===== config.mk =====
export PLATFORM = sky130hd
export DESIGN_NAME = round_robin_sleep_scheduler
export DESIGN_NICKNAME = d
export VERILOG_FILES = /design/src/rrss_pkg.sv /design/src/rrss_ram.sv /design/src/rrss_ctrl.sv /design/src/rrss_out.sv /design/src/round_robin_sleep_scheduler.sv
export SDC_FILE = /design/constraint.sdc
export NUM_CORES = 1
export LEC_CHECK = 0
export CORE_MARGIN = 5
export CORE_UTILIZATION = 42
export DETAILED_ROUTE_END_ITERATION = 16
export DONT_BUFFER_PORTS = 1
export GPL_ROUTABILITY_DRIVEN = 0
export GPL_TIMING_DRIVEN = 1
export PLACE_DENSITY = 0.56
export SLEW_MARGIN = 20
export SYNTH_ARGS = -nofsm -noshare
export SYNTH_HDL_FRONTEND = slang
export SYNTH_SLANG_ARGS = --single-unit
export TNS_END_PERCENT = 10

===== constraint.sdc =====
create_clock -name clk_i -period 9.65 [get_ports clk_i]
set_input_delay 1.4475 -clock clk_i [delete_from_list [all_inputs] [get_ports clk_i]]
set_output_delay 1.4475 -clock clk_i [all_outputs]
set_load 0.01 [all_outputs]

===== src/rrss_pkg.sv =====
`timescale 1ns / 1ps
// ----------------------------------------------------------------------------
// rrss_pkg
// Shared types and constants of the round-robin sleep scheduler.
// ----------------------------------------------------------------------------
package rrss_pkg;

  localparam int unsigned ID_W          = 3;
  localparam int unsigned OPC_W         = 2;
  localparam int unsigned STATUS_W      = 2;
  localparam int unsigned TICK_IN_W     = 32;

  localparam int unsigned MAX_TASKS_DEF  = 8;
  localparam int unsigned TICK_WIDTH_DEF = 32;

  typedef enum logic [OPC_W-1:0] {
    OP_CREATE   = 2'd0,
    OP_SCHEDULE = 2'd1,
    OP_DELAY    = 2'd2,
    OP_TICK     = 2'd3
  } opcode_e;

  typedef enum logic [STATUS_W-1:0] {
    ST_OK         = 2'd0,
    ST_FULL       = 2'd1,
    ST_NO_CURRENT = 2'd2
  } status_e;

  // One result transaction
  typedef struct packed {
    logic [ID_W-1:0] current_task;
    logic            has_current;
    logic            woken_flag;
    status_e         status;
  } res_t;

endpackage


===== src/rrss_ram.sv =====
`timescale 1ns / 1ps
// ----------------------------------------------------------------------------
// rrss_ram
// Generic single-write, single-read RAM with registered read data.
// ----------------------------------------------------------------------------
module rrss_ram #(
  parameter int unsigned Width = 8,
  parameter int unsigned Depth = 8
) (
  input  logic                     clk_i,
  input  logic                     we_i,
  input  logic [$clog2(Depth)-1:0] waddr_i,
  input  logic [Width-1:0]         wdata_i,
  input  logic                     re_i,
  input  logic [$clog2(Depth)-1:0] raddr_i,
  output logic [Width-1:0]         rdata_o
);

  logic [Width-1:0] mem_q [Depth];
  logic [Width-1:0] rdata_q;

  always_ff @(posedge clk_i) begin
    if (we_i) begin
      mem_q[waddr_i] <= wdata_i;
    end
    if (re_i) begin
      rdata_q <= mem_q[raddr_i];
    end
  end

  assign rdata_o = rdata_q;

endmodule


===== src/rrss_ctrl.sv =====
`timescale 1ns / 1ps
// ----------------------------------------------------------------------------
// rrss_ctrl
// Sequencer: ready queue and sleep list kept in RAM, read-modify-write.
// ----------------------------------------------------------------------------
module rrss_ctrl #(
  parameter int unsigned MaxTasks  = rrss_pkg::MAX_TASKS_DEF,
  parameter int unsigned TickWidth = rrss_pkg::TICK_WIDTH_DEF
) (
  input  logic                          clk_i,
  input  logic                          rst_ni,
  input  logic                          in_valid_i,
  output logic                          in_stall_o,
  input  logic [rrss_pkg::OPC_W-1:0]    opcode_i,
  input  logic [rrss_pkg::ID_W-1:0]     task_id_i,
  input  logic [rrss_pkg::TICK_IN_W-1:0] tick_now_i,
  input  logic [rrss_pkg::TICK_IN_W-1:0] delay_ms_i,
  output logic                          res_valid_o,
  output rrss_pkg::res_t                res_o,
  input  logic                          res_stall_i
);

  import rrss_pkg::*;

  localparam int unsigned IDX_W = $clog2(MaxTasks);
  localparam int unsigned CNT_W = $clog2(MaxTasks + 1);
  localparam int unsigned SLP_W = ID_W + TickWidth;

  typedef enum logic [2:0] {
    S_IDLE,
    S_EXEC,
    S_SCH_WR,
    S_DLY_WR,
    S_TICK,
    S_FIN,
    S_OUT
  } state_e;

  state_e            state_q, state_d;
  logic [IDX_W-1:0]  head_q, head_d;
  logic [CNT_W-1:0]  rc_q, rc_d;
  logic [CNT_W-1:0]  sc_q, sc_d;
  logic              rv_q, rv_d;
  logic              woken_q, woken_d;
  status_e           status_q, status_d;
  logic [CNT_W-1:0]  idx_q, idx_d;
  logic [CNT_W-1:0]  kept_q, kept_d;
  logic              pend_q, pend_d;
  logic              res_valid_q, res_valid_d;
  res_t              res_q, res_d;

  // captured transaction
  opcode_e           op_q;
  logic [ID_W-1:0]   id_q;
  logic [TickWidth-1:0] tick_q;
  logic [TickWidth-1:0] ms_q;

  // RAM ports
  logic              rdy_we, rdy_re;
  logic [IDX_W-1:0]  rdy_waddr, rdy_raddr;
  logic [ID_W-1:0]   rdy_wdata, rdy_rdata;
  logic              slp_we, slp_re;
  logic [IDX_W-1:0]  slp_waddr, slp_raddr;
  logic [SLP_W-1:0]  slp_wdata, slp_rdata;

  logic [CNT_W:0]    tail_sum;
  logic [IDX_W-1:0]  tail_pos;
  logic [IDX_W-1:0]  head_inc;
  logic [CNT_W:0]    total;
  logic              accept;
  logic              due;

  rrss_ram #(.Width(ID_W), .Depth(MaxTasks)) u_ready_ram (
    .clk_i   (clk_i),
    .we_i    (rdy_we),
    .waddr_i (rdy_waddr),
    .wdata_i (rdy_wdata),
    .re_i    (rdy_re),
    .raddr_i (rdy_raddr),
    .rdata_o (rdy_rdata)
  );

  rrss_ram #(.Width(SLP_W), .Depth(MaxTasks)) u_sleep_ram (
    .clk_i   (clk_i),
    .we_i    (slp_we),
    .waddr_i (slp_waddr),
    .wdata_i (slp_wdata),
    .re_i    (slp_re),
    .raddr_i (slp_raddr),
    .rdata_o (slp_rdata)
  );

  assign accept = in_valid_i && (state_q == S_IDLE);
  assign in_stall_o = (state_q != S_IDLE);

  // tail slot = (head + count) mod MaxTasks
  always_comb begin
    tail_sum = {1'b0, CNT_W'(head_q)} + {1'b0, rc_q};
    if (tail_sum >= (CNT_W + 1)'(MaxTasks)) begin
      tail_sum = tail_sum - (CNT_W + 1)'(MaxTasks);
    end
    tail_pos = tail_sum[IDX_W-1:0];
  end

  assign head_inc = (head_q == IDX_W'(MaxTasks - 1)) ? '0 : head_q + 1'b1;
  assign total    = {1'b0, rc_q} + {1'b0, sc_q};
  assign due      = (tick_q >= slp_rdata[TickWidth-1:0]);

  always_comb begin
    state_d     = state_q;
    head_d      = head_q;
    rc_d        = rc_q;
    sc_d        = sc_q;
    rv_d        = rv_q;
    woken_d     = woken_q;
    status_d    = status_q;
    idx_d       = idx_q;
    kept_d      = kept_q;
    pend_d      = pend_q;
    res_valid_d = 1'b0;
    res_d       = res_q;
    rdy_we      = 1'b0;
    rdy_waddr   = tail_pos;
    rdy_wdata   = id_q;
    rdy_re      = 1'b0;
    rdy_raddr   = head_q;
    slp_we      = 1'b0;
    slp_waddr   = sc_q[IDX_W-1:0];
    slp_wdata   = {rdy_rdata, TickWidth'(tick_q + ms_q)};
    slp_re      = 1'b0;
    slp_raddr   = idx_q[IDX_W-1:0];

    unique case (state_q)
      S_IDLE: begin
        if (accept) begin
          status_d = ST_OK;
          state_d  = S_EXEC;
        end
      end

      S_EXEC: begin
        unique case (op_q)
          OP_CREATE: begin
            if (total >= (CNT_W + 1)'(MaxTasks)) begin
              status_d = ST_FULL;
            end else begin
              rdy_we = 1'b1;
              rc_d   = rc_q + 1'b1;
            end
            state_d = S_FIN;
          end
          OP_SCHEDULE: begin
            if (rv_q && (rc_q != '0)) begin
              rdy_re  = 1'b1;
              state_d = S_SCH_WR;
            end else begin
              // nothing to rotate: pick the head if there is one
              rv_d = (rc_q != '0);
              if (rc_q != '0) begin
                woken_d = 1'b0;
              end
              state_d = S_FIN;
            end
          end
          OP_DELAY: begin
            if (!rv_q || (rc_q == '0) || (sc_q >= CNT_W'(MaxTasks))) begin
              status_d = ST_NO_CURRENT;
              state_d  = S_FIN;
            end else begin
              rdy_re  = 1'b1;
              state_d = S_DLY_WR;
            end
          end
          OP_TICK: begin
            idx_d   = '0;
            kept_d  = '0;
            pend_d  = 1'b0;
            state_d = S_TICK;
          end
        endcase
      end

      S_SCH_WR: begin
        // old head goes to the tail; slot head+count equals new head+count-1
        rdy_we    = 1'b1;
        rdy_wdata = rdy_rdata;
        head_d    = head_inc;
        rv_d      = 1'b1;
        woken_d   = 1'b0;
        state_d   = S_FIN;
      end

      S_DLY_WR: begin
        slp_we = 1'b1;
        sc_d   = sc_q + 1'b1;
        head_d = head_inc;
        rc_d   = rc_q - 1'b1;
        rv_d   = (rc_q > CNT_W'(1));
        if (rc_q > CNT_W'(1)) begin
          woken_d = 1'b0;
        end
        state_d = S_FIN;
      end

      S_TICK: begin
        // entry read last cycle is handled while the next one is fetched
        if (pend_q) begin
          if (due) begin
            rdy_we    = 1'b1;
            rdy_wdata = slp_rdata[TickWidth +: ID_W];
            rc_d      = rc_q + 1'b1;
            woken_d   = 1'b1;
          end else begin
            slp_we    = 1'b1;
            slp_waddr = kept_q[IDX_W-1:0];
            slp_wdata = slp_rdata;
            kept_d    = kept_q + 1'b1;
          end
        end
        if (idx_q < sc_q) begin
          slp_re = 1'b1;
          idx_d  = idx_q + 1'b1;
          pend_d = 1'b1;
        end else begin
          pend_d  = 1'b0;
          sc_d    = kept_d;
          state_d = S_FIN;
        end
      end

      S_FIN: begin
        rdy_re  = 1'b1;
        state_d = S_OUT;
      end

      S_OUT: begin
        if (!res_stall_i) begin
          res_valid_d        = 1'b1;
          res_d.has_current  = rv_q && (rc_q != '0);
          res_d.current_task = (rv_q && (rc_q != '0)) ? rdy_rdata : '0;
          res_d.woken_flag   = woken_q;
          res_d.status       = status_q;
          state_d            = S_IDLE;
        end
      end
    endcase
  end

  always_ff @(posedge clk_i or negedge rst_ni) begin
    if (!rst_ni) begin
      state_q     <= S_IDLE;
      head_q      <= '0;
      rc_q        <= '0;
      sc_q        <= '0;
      rv_q        <= 1'b0;
      woken_q     <= 1'b0;
      status_q    <= ST_OK;
      idx_q       <= '0;
      kept_q      <= '0;
      pend_q      <= 1'b0;
      res_valid_q <= 1'b0;
      res_q       <= '0;
    end else begin
      state_q     <= state_d;
      head_q      <= head_d;
      rc_q        <= rc_d;
      sc_q        <= sc_d;
      rv_q        <= rv_d;
      woken_q     <= woken_d;
      status_q    <= status_d;
      idx_q       <= idx_d;
      kept_q      <= kept_d;
      pend_q      <= pend_d;
      res_valid_q <= res_valid_d;
      res_q       <= res_d;
    end
  end

  always_ff @(posedge clk_i) begin
    if (accept) begin
      op_q   <= opcode_e'(opcode_i);
      id_q   <= task_id_i;
      tick_q <= TickWidth'(tick_now_i);
      ms_q   <= TickWidth'(delay_ms_i);
    end
  end

  assign res_valid_o = res_valid_q;
  assign res_o       = res_q;

endmodule


===== src/rrss_out.sv =====
`timescale 1ns / 1ps
// ----------------------------------------------------------------------------
// rrss_out
// Output register of the result channel.
// ----------------------------------------------------------------------------
module rrss_out (
  input  logic                           clk_i,
  input  logic                           rst_ni,
  input  logic                           res_valid_i,
  input  rrss_pkg::res_t                 res_i,
  output logic                           res_stall_o,
  output logic                           out_valid_o,
  input  logic                           out_stall_i,
  output logic [rrss_pkg::ID_W-1:0]      current_task_o,
  output logic                           has_current_o,
  output logic                           woken_flag_o,
  output logic [rrss_pkg::STATUS_W-1:0]  status_o
);

  import rrss_pkg::*;

  logic valid_q;
  res_t data_q;

  // full and not drained this cycle
  assign res_stall_o = valid_q && out_stall_i;

  always_ff @(posedge clk_i or negedge rst_ni) begin
    if (!rst_ni) begin
      valid_q <= 1'b0;
    end else if (!res_stall_o) begin
      valid_q <= res_valid_i;
    end
  end

  always_ff @(posedge clk_i) begin
    if (!res_stall_o && res_valid_i) begin
      data_q <= res_i;
    end
  end

  assign out_valid_o    = valid_q;
  assign current_task_o = data_q.current_task;
  assign has_current_o  = data_q.has_current;
  assign woken_flag_o   = data_q.woken_flag;
  assign status_o       = data_q.status;

endmodule


===== src/round_robin_sleep_scheduler.sv =====
`timescale 1ns / 1ps
// ----------------------------------------------------------------------------
// round_robin_sleep_scheduler
// Round-robin ready queue with a timed sleep list, one result per command.
// ----------------------------------------------------------------------------
// Usage:
//   Input channel (in_valid_i / in_stall_o) carries one command transaction:
//   opcode create, schedule, delay or tick, with task id, tick and delay.
//   Output channel (out_valid_o / out_stall_i) returns one result per
//   command: running task, has-current flag, woken flag and status.
// Sequencing / throughput:
//   Every command passes the exec, finish and output states; a schedule
//   that rotates and an accepted delay add a RAM write state, and a tick
//   walks the sleep list (one sleep RAM entry is fetched per cycle and
//   compacted in place). A new command is accepted only once the previous
//   result has been loaded, so commands do not overlap. The sequencer and
//   the single-read ready and sleep RAMs set this sequence.
// Reset:
//   Asynchronous, active low. Queue and sleep counts, head pointer, running
//   and woken flags clear; RAM contents are left as they are.
// Back-pressure:
//   The result sits in an output register; the next command runs while it
//   waits, and only its final load stalls until the register drains.
// ----------------------------------------------------------------------------
module round_robin_sleep_scheduler #(
  parameter int unsigned MaxTasks  = rrss_pkg::MAX_TASKS_DEF,
  parameter int unsigned TickWidth = rrss_pkg::TICK_WIDTH_DEF
) (
  input  logic                           clk_i,
  input  logic                           rst_ni,
  input  logic                           in_valid_i,
  output logic                           in_stall_o,
  input  logic [rrss_pkg::OPC_W-1:0]     opcode_i,
  input  logic [rrss_pkg::ID_W-1:0]      task_id_i,
  input  logic [rrss_pkg::TICK_IN_W-1:0] tick_now_i,
  input  logic [rrss_pkg::TICK_IN_W-1:0] delay_ms_i,
  output logic                           out_valid_o,
  input  logic                           out_stall_i,
  output logic [rrss_pkg::ID_W-1:0]      current_task_o,
  output logic                           has_current_o,
  output logic                           woken_flag_o,
  output logic [rrss_pkg::STATUS_W-1:0]  status_o
);

  import rrss_pkg::*;

  // result handoff from sequencer to output register
  logic res_valid;
  res_t res;
  logic res_stall;

  // Sequencer with the ready-queue RAM and the sleep-list RAM
  rrss_ctrl #(
    .MaxTasks  (MaxTasks),
    .TickWidth (TickWidth)
  ) u_ctrl (
    .clk_i       (clk_i),
    .rst_ni      (rst_ni),
    .in_valid_i  (in_valid_i),
    .in_stall_o  (in_stall_o),
    .opcode_i    (opcode_i),
    .task_id_i   (task_id_i),
    .tick_now_i  (tick_now_i),
    .delay_ms_i  (delay_ms_i),
    .res_valid_o (res_valid),
    .res_o       (res),
    .res_stall_i (res_stall)
  );

  // Output register decouples the receiver's stall from the sequencer
  rrss_out u_out (
    .clk_i          (clk_i),
    .rst_ni         (rst_ni),
    .res_valid_i    (res_valid),
    .res_i          (res),
    .res_stall_o    (res_stall),
    .out_valid_o    (out_valid_o),
    .out_stall_i    (out_stall_i),
    .current_task_o (current_task_o),
    .has_current_o  (has_current_o),
    .woken_flag_o   (woken_flag_o),
    .status_o       (status_o)
  );

endmodule

Yosys cells after proc, flatten, opt, wreduce, memory -nomap -nowiden --
Memories as Yosys holds them, arrays and structs flattened. A register that Yosys moved wholly into a read port is not among the register bits. Cells that the tools add are included.
Cells by class: add/subtract/negate cells 10, $mul 0, divide/modulo/power cells 0, order comparisons 6, equal/unequal tests 26, shift operators 0, muxes and demuxes 69, bitwise logic cells 1, reductions and logical operators 29
Operators by type and width (number):
- 35-bit 2-to-1 mux | 3
- 3-bit 2-to-1 mux | 13
- 4-bit 2-to-1 mux | 9
- 32-bit adder | 1
- 32-bit >= comparator | 1
- 1-bit 2-to-1 mux | 25
- 4-bit case mux with 2 select lines | 3
- 3-bit case mux with 6 select lines | 1
- 4-bit by 1-bit adder with 4-bit output, second input constant | 4
- 2-bit inequality test, second input constant | 7
- 3-bit equality test, second input constant | 4
- 2-bit by 1-bit inequality test with 1-bit output, second input constant | 6
- 3-bit case mux with 4 select lines | 1
- 4-bit case mux with 3 select lines | 1
- 5-bit by 4-bit >= comparator with 1-bit output, second input constant | 2
- 5-bit AND reduction | 2
- 3-bit by 2-bit inequality test with 1-bit output, second input constant | 3
- 3-bit AND reduction | 3
- 3-bit nonzero test | 3
- 1-bit case mux with 2 select lines | 4
- 2-bit case mux with 2 select lines | 2
- 4-bit nonzero test | 2
- 7-bit AND reduction | 1
- 3-bit by 2-bit equality test with 1-bit output, second input constant | 2
- other kinds (25) | 38
Word-level totals: register bits 112, bits in latches 0, bits in writable memories 304, ROM bits 0, input bits 73, output and inout bits 9, logic and storage cells 167, memories kept 2
Memory list:
- u_ctrl.u_sleep_ram.mem_q | words 8, width 35, read ports 1, clocked after Yosys merged registers in 1, write ports 1, RTL line rrss_ram.sv:19 | logic [Width-1:0] mem_q [Depth];
- u_ctrl.u_ready_ram.mem_q | words 8, width 3, read ports 1, clocked after Yosys merged registers in 1, write ports 1, RTL line rrss_ram.sv:19

Depth between registers and ports, before layout --
Gate-level depths: netlist of the first run.
word-level depth 7, mapped depth 12, gate-level depth less buffers 11

Modules after synthesis --
A second synthesis of the first run with hierarchy kept.
Unflattened totals: cells, all modules 1265, area total of the unflattened synthesis 20430.8 µm²
Modules (own cells, without submodules):
- rrss_ram at u_ctrl.u_sleep_ram | times used 1, cells an instance 453, area each 11886.4 µm², seq. area each 9459.1 µm²
- rrss_ctrl | times used 1, cells an instance 751, area each 7211.9 µm², seq. area each 2947.8 µm²
- rrss_ram at u_ctrl.u_ready_ram | times used 1, cells an instance 50, area each 1072.3 µm², seq. area each 810.8 µm²
- rrss_out | times used 1, cells an instance 11, area each 260.2 µm², seq. area each 235.2 µm²

Least setup slack after synthesis of the first run --
OpenSTA, ideal clock, no wires.
path kind flip-flop to flip-flop, from register u_ctrl.u_sleep_ram.rdata_q[0] (netlist: u_ctrl.u_sleep_ram.rdata_o[0]) (read register of u_ctrl.u_sleep_ram.mem_q), to memory u_ctrl.u_sleep_ram.mem_q[0][0] (netlist bit) (enable), data arrival time 5594 ps, data required time 9125 ps, path slack 3532 ps, stages on the path, launching flop included 10, path buffers 1, clock period less this slack 6118 ps, path through edfxtp_1 -> ha_1 -> nand2b_1 -> a211oi_1 -> o31a_1 -> o211ai_1 -> a211oi_2 -> nand2_1 -> buf_2 -> o41ai_1
On the way: cells in the longest elaborated chain, start to end 6, elaborated cells on any way between the ends 9
RTL lines:
- start, declared | RTL line rrss_ram.sv:20 | logic [Width-1:0] rdata_q;
- 32-bit >= comparator (*) | RTL line rrss_ctrl.sv:107 | assign due = (tick_q >= slp_rdata[TickWidth-1:0]);
- 1-bit 2-to-1 mux | RTL line rrss_ctrl.sv:208 | if (due) begin
- 1-bit 2-to-1 mux | RTL line rrss_ctrl.sv:207 | if (pend_q) begin
- 1-bit case mux with 2 select lines | RTL line rrss_ctrl.sv:133 | unique case (state_q)
- 1-bit 2-to-1 mux | RTL line rrss_ram.sv:23 | if (we_i) begin
- 1-bit 2-to-1 mux (implied by the code) | RTL line rrss_ram.sv:24 | mem_q[waddr_i] <= wdata_i;
- end, declared | RTL line rrss_ram.sv:19
Mark *: on every way between the ends. The rest lies on a longest branch, timed or not.

Worst setup path in the final report of the first run --
from register u_ctrl.u_sleep_ram.rdata_q[0] (netlist: u_ctrl.u_sleep_ram.rdata_o[0]) (read register of u_ctrl.u_sleep_ram.mem_q), to memory u_ctrl.u_sleep_ram.mem_q[1][6] (netlist bit) (enable)
The elaborated chain is that of the path after synthesis.

==> results of run 1 <==
routing by layer:
metal	wire (um)	vias to the layer above	global-route usage (%)
met5	121	-	0
met4	876	16	4.37
met3	1820	70	3.25
met2	20900	182	27.4
met1	19300	5386	22.6
li1	-	4899	-
state kept, by name (all words and copies together), names as in the netlist, 4 cells and up:
register and cells:
u_ctrl.idx_q 4, u_ctrl.kept_q 4, u_ctrl.sc_q 4, u_ctrl.ms_q 32
u_ctrl.u_ready_ram.mem_q 24, u_ctrl.rc_q 4, u_ctrl.u_sleep_ram.mem_q 280, u_ctrl.u_sleep_ram.rdata_o 35
u_ctrl.tick_q 32, u_ctrl.res_o 7
path summary, 6_finish.rpt:
| path | from | end | slack, ns | cells after the start |
|---|---|---|---|---|
| max in group asynchronous | rst_ni | u_ctrl.idx_q[0]$_DFFE_PN0P_ | 8.99 | 0 |
| worst min-delay path | u_ctrl.res_o[3]$_DFFE_PN0P_ | u_out.has_current_o$_DFFE_PP_ | 0.46 | 0 |
| worst max-delay path | u_ctrl.u_sleep_ram.rdata_o[0]$_DFFE_PP_ | u_ctrl.u_sleep_ram.mem_q[1][6]$_DFFE_PP_ | 5.31 | 10 |
| worst max register to register | u_ctrl.u_sleep_ram.rdata_o[0]$_DFFE_PP_ | u_ctrl.u_sleep_ram.mem_q[1][6]$_DFFE_PP_ | 5.31 | 10 |
| worst min register to register | u_ctrl.res_o[3]$_DFFE_PN0P_ | u_out.has_current_o$_DFFE_PP_ | 0.46 | 0 |
| min in group asynchronous | rst_ni | u_ctrl.rc_q[3]$_DFFE_PN0P_ | 0.56 | 0 |
area by class of cell:
type | instances | area share [%]
clock buffers | 58 | 5.65
flip-flops and latches | 454 | 60.3
well taps | 607 | 3.41
repair buffers | 18 | 0.640
clock inverters | 28 | 1.07
multi-input cells | 688 | 27.8
inverters | 62 | 1.04
cell families (layout without fill, tap and decap cells):
kind of cell	count (synthesis)	count (layout)	share of synthesized area, %
flip-flops	454	454	67.4
AND/OR/NAND/NOR	234	234	5.32
AO/OA/AOI/OAI	214	214	7.11
multiplexers	118	118	10.9
buffers and inverters	105	166	2.12
adder cells (fa/ha/maj)	87	87	5.57
XOR/XNOR	35	35	1.54
critical path, stage by stage, from the launching register on:
cell	delay, ns
edfxtp_1	0.39
ha_1	0.29
nand2b_1	0.14
a211oi_1	0.24
o31a_1	0.21
o211ai_1	0.23
a211oi_2	0.74
nand2_1	0.11
buf_4	0.31
o32ai_4	0.71
buf_4	0.58
layout by cell type (no fill, tap or decap), types with 7 or more instances in the layout:
cell / netlist / final
mux4_2: 76 / 76
nor2_1: 60 / 59
inv_1: 62 / 62
xor2_1: 13 / 13
clkbuf_16: 0 / 49
ha_1: 84 / 84
clkinv_2: 0 / 12
nor2b_1: 7 / 7
nand4_1: 11 / 11
nor3_1: 7 / 7
nand3_1: 17 / 17
xnor2_1: 22 / 22
mux2_2: 41 / 41
a21oi_1: 75 / 75
clkbuf_1: 22 / 9
nand2_1: 92 / 92
nand2b_1: 18 / 18
edfxtp_1: 418 / 418
a21o_1: 20 / 20
buf_4: 3 / 17
dfrtp_1: 36 / 33
o21ai_0: 39 / 39
power groups by stage:
stage	clock network, mW	logic, mW	registers [mW]
final	1.77	2.12	3.12
after CTS	1.82	2.16	3.13
after global routing	1.91	2.35	3.17
after detailed placement	0	2.14	3.17
after floorplan	0	1.62	3.00
after global placement	0	2.11	3.16
==> results.py, run 1 <==
metrics = {
    "die": {
        "die_x_um": 228,
        "die_area_sq_um": 52000,
        "start_util_pct": 42.7,
        "rows": 79,
        "die-height_um": 228,
        "ios": 82,
        "core-area_sq_um": 46800,
    },
    "yosys": {
        "yosys_warnings": 0,
        "ys_ff_latch": 454,
        "synth_cell_type_count": 66,
        "synth_edf_count": 418,
        "synthFlopType": "edfxtp_1",
        "netlist_instances": 1247,
        "postSynthAreaPerCell_sq_um": 16.0,
        "synthesis.nets": 1407,
        "async_flop_share_pct": 7.93,
        "synth_area_leaders": "edfxtp_1 (63%), mux4_2 (8.6%), ha_1 (5.3%)",
        "ys_seq_area_share_pct": 67.4,
        "yosysMostFrequentCell": "edfxtp_1",
        "netlist_area_sq_um": 20000,
        "synth_top_area_share_pct": 62.9,
        "yosys-top-cells-count": "edfxtp_1 (418), nand2_1 (92), ha_1 (84)",
        "synth_top_cell_by_area": "edfxtp_1",
    },
    "power": {
        "leakagePower_nw": 7.76,
        "combPwrFrac_pct": 30.2,
        "finalPower_mw": 7.00,
        "power_frac_seq_pct": 44.5,
        "internal_power_mw": 4.71,
        "p_sw_share_pct": 32.7,
        "p_switching_mw": 2.29,
        "ir_drop_uv": 155,
        "clkPwrFrac_pct": 25.2,
        "p_per_area_nw_per_um2": 314,
    },
    "timing": {
        "setup_tns_ns": 0,
        "holdWs_ns": 0.457,
        "finalWorstSetupSlack_ns": 5.31,
        "finalSetupViolations": 0,
        "max_slew.worst_pin.slew_ns": 1.06,
        "fmaxAchievable_ghz": 0.230,
        "maxSlewViolCount": 0,
        "finalCritPeriodShare_pct": 45.0,
        "rsz0062_at_grt": "no",
        "hold_viol_final": 0,
        "fin_skew_ns": 0.0201,
        "period_minus_slack_ns": 4.34,
        "relSlewSlack_pct": 29.3,
    },
    "clock_tree": {
        "cts_hold_buf": 0,
        "ctsResizeCount": 0,
        "worstSkewPairLatency_ns": 0.58,
        "path_clk_slew_ns": 0.06,
        "cts_tree": "done",
        "clockBufferDepth": 3,
        "cts.sink_count": 454,
        "cts.htree.levels": 2,
        "clockRootBuffer": "clkbuf_16",
        "cts_setup_buffers": 0,
        "cts_inserted_buffers": 49,
    },
    "cells_and_area": {
        "fillers": 3965,
        "final_util_pct": 47.7,
        "fin_nets": 1433,
        "final_cells": 1915,
        "antennaDiodeCount": 0,
        "syn_to_final_growth_pct": 11.8,
        "multi_input_area_sq_um": 6210,
        "drive_gt1_share_pct": 18.0,
        "fin_area_sq_um": 22300,
        "seq_area_sq_um": 13500,
    },
    "place": {
        "dp_slack_ns": 4.93,
        "dp_hpwl_um": 26800,
        "place_inst": 1828,
        "place_area_sq_um": 20800,
        "numPortBuffers": 0,
    },
    "route": {
        "dr.pass1.iters": 5,
        "route.detailed.drc": 0,
        "wl_per_cell_um": 22.5,
        "viasPerCell": 5.51,
        "num_vias": 10600,
        "drt_iter0_drc": 603,
        "ant_nets": 0,
        "totalWireLength_um": 43000,
    },
    "global_route": {
        "grt_max_degree": 70,
        "grt_pass1_wl_um": 66700,
        "overflow": 0,
        "antenna_found_initial": 8,
        "first_global_vias": 11000,
        "grt_usage_pct": 16.5,
    },
    "setup_path": {
        "crit_type": "flop to flop",
        "worstPathMaxFanout": 32,
        "cp.arrival_ns": 4.54,
        "start_kind": "flop",
        "end_kind": "flop",
        "required_ns": 9.85,
    },
    "status": {
        "outcome": "finished clean",
    },
    "run": {
        "maxCapViolCount": 0,
    },
    "min_path": {
        "worstHoldPathType": "flop to flop",
    },
}
Note: power is estimated with default switching activity, not from simulation.
==> run 2: changes to the inputs <==
- PLACE_DENSITY: 0.56 -> 0.59
- clock period: 9.65 -> 3.87 ns (I/O delays scaled with it)
==> results.py, run 2 (synthesis gave the netlist of run 1 again) <==
metrics = {
    "die": {
        "die_area_sq_um": 52000,
        "start_util_pct": 42.7,
        "ios": 82,
        "die-height_um": 228,
        "core-area_sq_um": 46800,
        "die_x_um": 228,
        "rows": 79,
    },
    "route": {
        "dr.pass1.iters": 5,
        "route.detailed.drc": 0,
        "viasPerCell": 5.50,
        "ant_nets": 0,
        "drt_iter0_drc": 852,
        "wl_per_cell_um": 22.3,
        "totalWireLength_um": 43200,
        "num_vias": 10700,
    },
    "timing": {
        "fmaxAchievable_ghz": 0.276,
        "hold_viol_final": 0,
        "finalSetupViolations": 0,
        "holdWs_ns": 0.0930,
        "period_minus_slack_ns": 3.62,
        "fin_skew_ns": 0.0189,
        "relSlewSlack_pct": 39.1,
        "rsz0062_at_grt": "no",
        "finalCritPeriodShare_pct": 93.6,
        "maxSlewViolCount": 0,
        "max_slew.worst_pin.slew_ns": 0.904,
    },
    "clock_tree": {
        "cts_inserted_buffers": 48,
        "worstSkewPairLatency_ns": 0.58,
        "cts.sink_count": 454,
        "clockBufferDepth": 3,
        "cts_tree": "done",
        "path_clk_slew_ns": 0.06,
        "clockRootBuffer": "clkbuf_16",
        "cts.htree.levels": 2,
        "cts_setup_buffers": 0,
    },
    "min_path": {
        "worstHoldPathType": "input port to flop",
    },
    "cells_and_area": {
        "layout_common_cells": "edfxtp_1 (418), nand2_1 (92), ha_1 (84), mux4_2 (76), a21oi_1 (75)",
        "fin_nets": 1453,
        "syn_to_final_growth_pct": 13.4,
        "drive_gt1_share_pct": 19.2,
        "layout_commonest_cell": "edfxtp_1",
        "largest_register": "u_ctrl.u_sleep_ram.mem_q",
        "largest_reg_flops": 280,
    },
    "global_route": {
        "overflow": 0,
        "first_global_vias": 11000,
        "grt_usage_pct": 16.5,
        "antenna_found_initial": 5,
        "grt_pass1_wl_um": 66700,
        "grt_max_degree": 75,
    },
    "setup_path": {
        "cp.arrival_ns": 3.86,
        "required_ns": 4.11,
        "end_kind": "flop",
        "crit_type": "flop to flop",
        "start_kind": "flop",
        "worstPathMaxFanout": 19,
    },
    "place": {
        "numPortBuffers": 0,
        "dp_hpwl_um": 27600,
    },
    "status": {
        "outcome": "finished clean",
    },
    "power": {
        "leakagePower_nw": 7.90,
        "p_per_area_nw_per_um2": 784,
        "finalPower_mw": 17.8,
        "ir_drop_uv": 479,
    },
    "run": {
        "maxCapViolCount": 0,
    },
}
run 2: changes by cell type in the layout (fill, tap and decap cells not counted), sizes merged:
cell,change
buf,+20
clkbuf,-3
clkinv,+3
clkinvlp,+3
diode,+2
inv,-2
bufinv,+1
dlygate4sd3,+1
run 2: layer usage:
metal | vias to the layer above | routed length [um] | GRT usage (%)
met5 | - | 41 | 0
met4 | 6 | 936 | 4.56
met3 | 59 | 1650 | 2.97
met1 | 5437 | 19500 | 22.6
met2 | 221 | 21100 | 27.4
li1 | 4938 | - | -
run 2: worst paths after layout:
kind	startpoint	to	slack [ns]	cells after the start
max in group asynchronous	rst_ni	u_ctrl.idx_q[0]$_DFFE_PN0P_	3.18	2
max reg2reg	u_ctrl.u_sleep_ram.rdata_o[0]$_DFFE_PP_	u_ctrl.u_sleep_ram.mem_q[4][7]$_DFFE_PP_	0.25	10
min	delay_ms_i[29]	u_ctrl.ms_q[29]$_DFFE_PP_	0.09	0
min reg2reg	u_ctrl.res_valid_o$_DFF_PN0_	u_out.out_valid_o$_DFFE_PN0N_	0.45	1
max	u_ctrl.u_sleep_ram.rdata_o[0]$_DFFE_PP_	u_ctrl.u_sleep_ram.mem_q[4][7]$_DFFE_PP_	0.25	10
min in group asynchronous	rst_ni	u_ctrl.state_q[1]$_DFFE_PN0P_	0.48	2
run 2: what timing repair did:
action,4_1_cts,5_1_grt
setup endpoints to repair,0,8
endpoints found under the hold margin,36,0
hold buffers,2,0
resized for setup,0,1
run 2: area by class of cell:
cell class	count	area [sq um]
clock buffers	55	1250
fillers	3886	24100
multi-input cells	688	6230
clock inverters	33	274
flip-flops and latches	454	13500
inverters	62	233
repair buffers	39	433
diodes	2	5.00
well taps	607	759
run 2: report_power, final:
part | total, mW | leakage [nW] | switching, mW | internal [mW]
clock network | 4.47 | 0.723 | 1.89 | 2.58
logic | 5.69 | 2.94 | 3.42 | 2.27
registers | 7.60 | 4.24 | 0.489 | 7.11
total | 17.8 | 7.90 | 5.80 | 12.0
run 2: metrics by stage:
| stage | util [%] | setup TNS (ns) | cells | instance area, sq um | worst slack, ns |
|---|---|---|---|---|---|
| detailed placement | 45.1 | 0 | 1848 | 21100 | 0.143 |
| global placement | 45.1 | 0 | 1848 | 21100 | 0.258 |
| global route | 48.4 | 0 | 1938 | 22600 | 0.0243 |
| floorplan | - | -85.51 | 1247 | 20000 | -0.541 |
| CTS | 48.4 | 0 | 1938 | 22600 | 0.133 |
| finish | 48.4 | 0 | 1940 | 22600 | 0.249 |
run 2: critical path, cell delays in order (launching register included):
cell      delay [ns]
edfxtp_1        0.39
ha_1            0.29
nand2b_1        0.13
a211oi_1        0.33
o31a_1          0.22
o211ai_1        0.21
a211oi_2        0.30
and2_2          0.48
nand2_1         0.28
o31ai_4         0.27
buf_4           0.36
